===== src/rtl/smii_pkg.sv =====
// ----------------------------------------------------------------------------
// smii_pkg
// Shared types and helpers of the steering map inverse interpolator.
// ----------------------------------------------------------------------------
package smii_pkg;

   localparam int PROD_W = 34;
   localparam int DEN_W  = 17;
   localparam int QUOT_W = 34;

   typedef enum logic [1:0] {
      REQ_QUERY     = 2'd0,
      REQ_WR_ANGLE  = 2'd1,
      REQ_WR_OUTPUT = 2'd2,
      REQ_WR_CELL   = 2'd3
   } req_kind_type;

   typedef struct packed {
      logic                     start;
      logic signed [PROD_W-1:0] num;
      logic signed [DEN_W-1:0]  den;
   } div_req_type;

   typedef struct packed {
      logic                     done;
      logic signed [QUOT_W-1:0] quot;
   } div_rsp_type;

   function automatic logic signed [15:0] sat16(input logic signed [35:0] v);
      logic signed [15:0] r;
      if (v > 36'sd32767) r = 16'sh7fff;
      else if (v < -36'sd32768) r = 16'sh8000;
      else r = v[15:0];
      return r;
   endfunction

endpackage


===== src/rtl/smii_divider.sv =====
// ----------------------------------------------------------------------------
// smii_divider
// Signed restoring divider, one quotient bit per cycle, truncates toward zero.
// ----------------------------------------------------------------------------
module smii_divider (
   input  logic                 clock,
   input  logic                 reset,
   input  smii_pkg::div_req_type div_req,
   output smii_pkg::div_rsp_type div_rsp
);

   localparam int MW = smii_pkg::PROD_W - 1;
   localparam int DW = smii_pkg::DEN_W;
   localparam int CW = $clog2(MW + 1);

   logic          busy_ff, busy_in;
   logic [CW-1:0] cnt_ff, cnt_in;
   logic [MW-1:0] numm_ff, numm_in;
   logic [DW-1:0] den_ff, den_in;
   logic [DW:0]   rem_ff, rem_in;
   logic [MW-1:0] quo_ff, quo_in;
   logic          neg_ff, neg_in;
   logic          done_ff, done_in;

   logic signed [smii_pkg::PROD_W-1:0] num_abs;
   logic signed [DW-1:0]               den_abs;
   logic [DW:0]                        rem_sh;
   logic [smii_pkg::QUOT_W-1:0]        quo_ext;

   always_comb begin
      busy_in = busy_ff;
      cnt_in  = cnt_ff;
      numm_in = numm_ff;
      den_in  = den_ff;
      rem_in  = rem_ff;
      quo_in  = quo_ff;
      neg_in  = neg_ff;
      done_in = 1'b0;
      num_abs = div_req.num[smii_pkg::PROD_W-1] ? -div_req.num : div_req.num;
      den_abs = div_req.den[DW-1] ? -div_req.den : div_req.den;
      rem_sh  = {rem_ff[DW-1:0], numm_ff[MW-1]};
      if (busy_ff) begin
         numm_in = {numm_ff[MW-2:0], 1'b0};
         if (rem_sh >= {1'b0, den_ff}) begin
            rem_in = rem_sh - {1'b0, den_ff};
            quo_in = {quo_ff[MW-2:0], 1'b1};
         end else begin
            rem_in = rem_sh;
            quo_in = {quo_ff[MW-2:0], 1'b0};
         end
         if (cnt_ff == CW'(MW - 1)) begin
            busy_in = 1'b0;
            done_in = 1'b1;
         end else begin
            cnt_in = cnt_ff + CW'(1);
         end
      end else if (div_req.start) begin
         busy_in = 1'b1;
         cnt_in  = '0;
         numm_in = num_abs[MW-1:0];
         den_in  = den_abs;
         rem_in  = '0;
         quo_in  = '0;
         neg_in  = div_req.num[smii_pkg::PROD_W-1] ^ div_req.den[DW-1];
      end
   end

   always_ff @(posedge clock) begin
      if (reset) begin
         busy_ff <= 1'b0;
         done_ff <= 1'b0;
      end else begin
         busy_ff <= busy_in;
         done_ff <= done_in;
      end
      cnt_ff  <= cnt_in;
      numm_ff <= numm_in;
      den_ff  <= den_in;
      rem_ff  <= rem_in;
      quo_ff  <= quo_in;
      neg_ff  <= neg_in;
   end

   assign quo_ext      = {1'b0, quo_ff};
   assign div_rsp.done = done_ff;
   assign div_rsp.quot = neg_ff ? -$signed(quo_ext) : $signed(quo_ext);

endmodule


===== config.mk =====
export PLATFORM = sky130hd
export DESIGN_NAME = smii_divider
export DESIGN_NICKNAME = d
export VERILOG_FILES = /design/src/rtl/smii_pkg.sv /design/src/rtl/smii_divider.sv
export SDC_FILE = /design/constraint.sdc
export NUM_CORES = 1
export LEC_CHECK = 0
export ABC_AREA = 1
export CORE_MARGIN = 2
export CORE_UTILIZATION = 60
export CTS_CLUSTER_SIZE = 12
export DETAILED_ROUTE_END_ITERATION = 7
export DONT_BUFFER_PORTS = 1
export PLACE_DENSITY = 0.76
export SYNTH_ARGS = -nofsm -noshare
export SYNTH_HDL_FRONTEND = slang
export SYNTH_SLANG_ARGS = --single-unit

===== constraint.sdc =====
create_clock -name clock -period 3.7 [get_ports clock]
set_clock_uncertainty 0.1 [all_clocks]
set_input_delay 0.37 -clock clock [delete_from_list [all_inputs] [get_ports clock]]
set_output_delay 0.37 -clock clock [all_outputs]
set_load 0.05 [all_outputs]

==> summary.md <==
| Metric | Value |
|---|---|
| Status | complete, no violations |
| Via count | 6780 |
| R2r endpoint | rem_ff[14]$_SDFFCE_PN0P_ |
| PostCTS Resize Cnt | 0 |
| Via density | 5.31 |
| Synth top cells by count | nand2_1 (314), inv_1 (179), nor2_1 (122) |
| Core ar. | 0.0127 mm² |
| P&R area growth vs syn | 7.64% |
| Post-synthesis cell area | 0.00786 mm² |
| GRT overflow | 0 |
| Final critical-path required period | 3.14 ns |
| Initial antenna violation count | 0 |
| Ports | 89 |
| Drt total wl | 17700 µm |
| Postcts setup bufs | 0 |
| Clock buffer depth | 2 |
| Period utilization | 0.848 |
| Final Hold Viols | 0 |
| Total of max-cap violations | 0 |
| Port Buf Inserts | 0 |
| Initial cell density of the core | 0.618 |
| Slew Limit Fails | 0 |
| CTS tree | done |
| Peak supply drop | 0.231 mV |
| Slew margin rel. | 0.350 |
| Layout fillers | 1161 |
| Ys Warns | 0 |
| Die outline area | 0.0140 mm² |
| Register Area | 0.00324 mm² |
| Clk sink count | 109 |
| 1st-iter DRT viols | 594 |
| DRT antenna net count | 0 |
| Critical Path Sink Type | primary output |
| Pwr Total | 3.85 mW |
| Syn Inst Count | 1085 |
| Mapped Nets | 1162 |
| Number of flops mapped to enable cells by yosys | 106 |
| Top layer in use | met4 |
| Max FO, Critical Path | 4 |
| Die X | 118 µm |
| Final Hold Slack | 0.109 ns |
| Top post-synthesis cells by area | edfxtp_1 (40%), nand2_1 (15%), inv_1 (8.5%), nor2_1 (5.8%), nand3_1 (5.2%) |
| Die height | 118 µm |
| Gr usage total | 0.257 |
| Final Wtd Congestion | 0.935 |
| Multi-input combinational cell area | 0.00380 mm² |
| Hold Crit Start | div_req[15] |
| Worst setup SP type | flip-flop |
| Post-synth top flop | edfxtp_1 |
| Root Buffer | clkbuf_16 |
| Final Setup Violations | 0 |
| H-tree depth | 3 |
| Synthesized flop and latch total | 109 |
| First-pass GRT wire length | 29300 µm |
| Sequential share of the synthesized area | 0.412 |
| Post-synth top area share | 0.405 |
| Worst EP required | 3.23 ns |
| DRC | 0 |
| Arr. time, crit path | 2.67 ns |
| DP Cell Count | 1258 |
| FF-to-FF setup slack | 1.19 ns |
| Vias in the first global route | 6191 |
| Row cnt | 41 |
| Final Non-Filler Cells | 1276 |
| Post-synth top area cell | edfxtp_1 |
| Most common cell in the synthesized netlist | nand2_1 |
| CTS clk-pin slew, worst paths | 0.07 ns |
| Worst r2r src | numm_ff[32]$_DFFE_PP_ |
| Largest net degree at the start of global routing | 87 |
| N_diodes | 0 |
| Dpl hpwl | 12900 µm |
| Worst Hold Path EP | den_ff[16]$_SDFFCE_PN0P_ |
| Final Util | 0.665 |
| Synthesized area per cell | 7.25 µm² |
| Share of layout cells above drive strength 1 | 0.0734 |
| Met2 wire length | 7940 µm |
| Power Dens Cells | 455 mW/mm² |
| Cell depth of the worst min-delay path | 1 |
| Asr flop ratio synth | 0 |
| Crit path kind | flip-flop to primary output |
| TNS Setup | 0 ns |
| Post-CTS Hold Buffers | 2 |
| Netlist cell types | 38 |
| M1 WL | 8190 µm |
| Leakage | 4.14 nW |
| CTS Buf Count | 9 |
| Max frequency | 319 MHz |
| 1st-pass router iterations | 6 |
| Avg WL per Cell | 13.9 µm |
| Slew @ Worst Pin | 0.969 ns |
| Met3 WL | 1190 µm |
| Reg2Reg Depth | 12 |
| Worst-skew pair later-pin latency | 0.35 ns |
| HP Class | input pin to flip-flop |
| Post-layout net count | 1176 |
| Unrepaired setup endpoints after global routing | false |
-- worst max-delay path by stage --
stage	end	depth (start not counted)	start	slack, ns
global route	div_rsp[32]	10	quo_ff[0]$_SDFFCE_PN0P_	0.34
CTS	div_rsp[32]	10	quo_ff[0]$_SDFFCE_PN0P_	0.57
floorplan	cnt_ff[0]$_SDFFCE_PN0P_	5	busy_ff$_SDFF_PP0_	0.50
global placement	div_rsp[32]	10	quo_ff[0]$_SDFFCE_PN0P_	0.98
detailed placement	div_rsp[32]	10	quo_ff[0]$_SDFFCE_PN0P_	0.96
finish	div_rsp[32]	10	quo_ff[0]$_SDFFCE_PN0P_	0.56
-- cells by family (layout without fill, tap and decap cells) --
kind of cell | after synthesis | after routing | share of synthesized area
buffers and inverters | 212 | 231 | 0.107
DFF | 109 | 109 | 0.412
xor gates and xnor gates | 49 | 49 | 0.0546
and+or+nand+nor | 596 | 596 | 0.325
AOI/OAI and AO/OA | 96 | 96 | 0.0641
adders and majority gates | 23 | 23 | 0.0375
-- critical path: stages (launching register included) --
cell and delay (ns):
edfxtp_1 0.63, inv_1 0.17, ha_1 0.20, nand3_1 0.14, nor2_2 0.15, nand2_1 0.10
o21ai_2 0.25, nand3_2 0.16, nor2_1 0.12, nand2_1 0.05, nand2_1 0.34
-- routing by layer --
layer,track usage,vias up
met5,0,-
met4,0.0982,0
met3,0.0449,24
met2,0.391,229
met1,0.369,3039
li1,-,3488
-- sequential cells by signal (all words and copies together), names as in the netlist --
signal   count
neg_ff       1
numm_ff     33
done_ff      1
rem_ff      17
cnt_ff       6
quo_ff      33
busy_ff      1
den_ff      17
-- final cells by class --
cell class | count | area share
clock buffer | 9 | 0.0266
clock inverter | 7 | 0.00680
inverter | 185 | 0.0820
multi-input combinational | 764 | 0.449
sequential | 109 | 0.383
tap | 172 | 0.0254
timing repair buffer | 30 | 0.0272
-- power breakdown --
group / internal [mW] / switching [mW]
registers: 1.53 / 0.0894
logic: 0.397 / 0.892
clock network: 0.467 / 0.475
total: 2.40 / 1.46
-- cell usage in the layout, fill, tap and decap left out, types with 2 or more instances in the layout --
| master | count |
|---|---|
| clkinvlp_4 | 2 |
| xor2_1 | 36 |
| xnor2_1 | 13 |
| nor2_1 | 121 |
| inv_1 | 179 |
| nand2_1 | 313 |
| o31ai_1 | 3 |
| and2_1 | 4 |
| edfxtp_1 | 106 |
| o21ai_0 | 41 |
| nor2_4 | 2 |
| nor2_2 | 12 |
| a21oi_1 | 32 |
| o21ai_1 | 14 |
| nand4_1 | 18 |
| or2_2 | 2 |
| nand3b_1 | 12 |
| nand3_1 | 82 |
| ha_1 | 22 |
| nand2_2 | 7 |
| dfxtp_1 | 2 |
| nand2_4 | 2 |
| nand3_2 | 3 |
| nor4_1 | 2 |
| inv_6 | 2 |
| buf_4 | 28 |
| inv_2 | 6 |
| dlygate4sd3_1 | 2 |
| nor3_1 | 14 |
| clkbuf_16 | 9 |
| o211ai_1 | 2 |
-- per-stage QoR --
step / setup slack (ns) / instance area [µm²]
global placement: 0.981 / 8160
detailed placement: 0.961 / 8160
finish: 0.563 / 8460
floorplan: 0.504 / 7860
global route: 0.339 / 8460
CTS: 0.566 / 8460
Note: power is estimated with default switching activity, not from simulation.
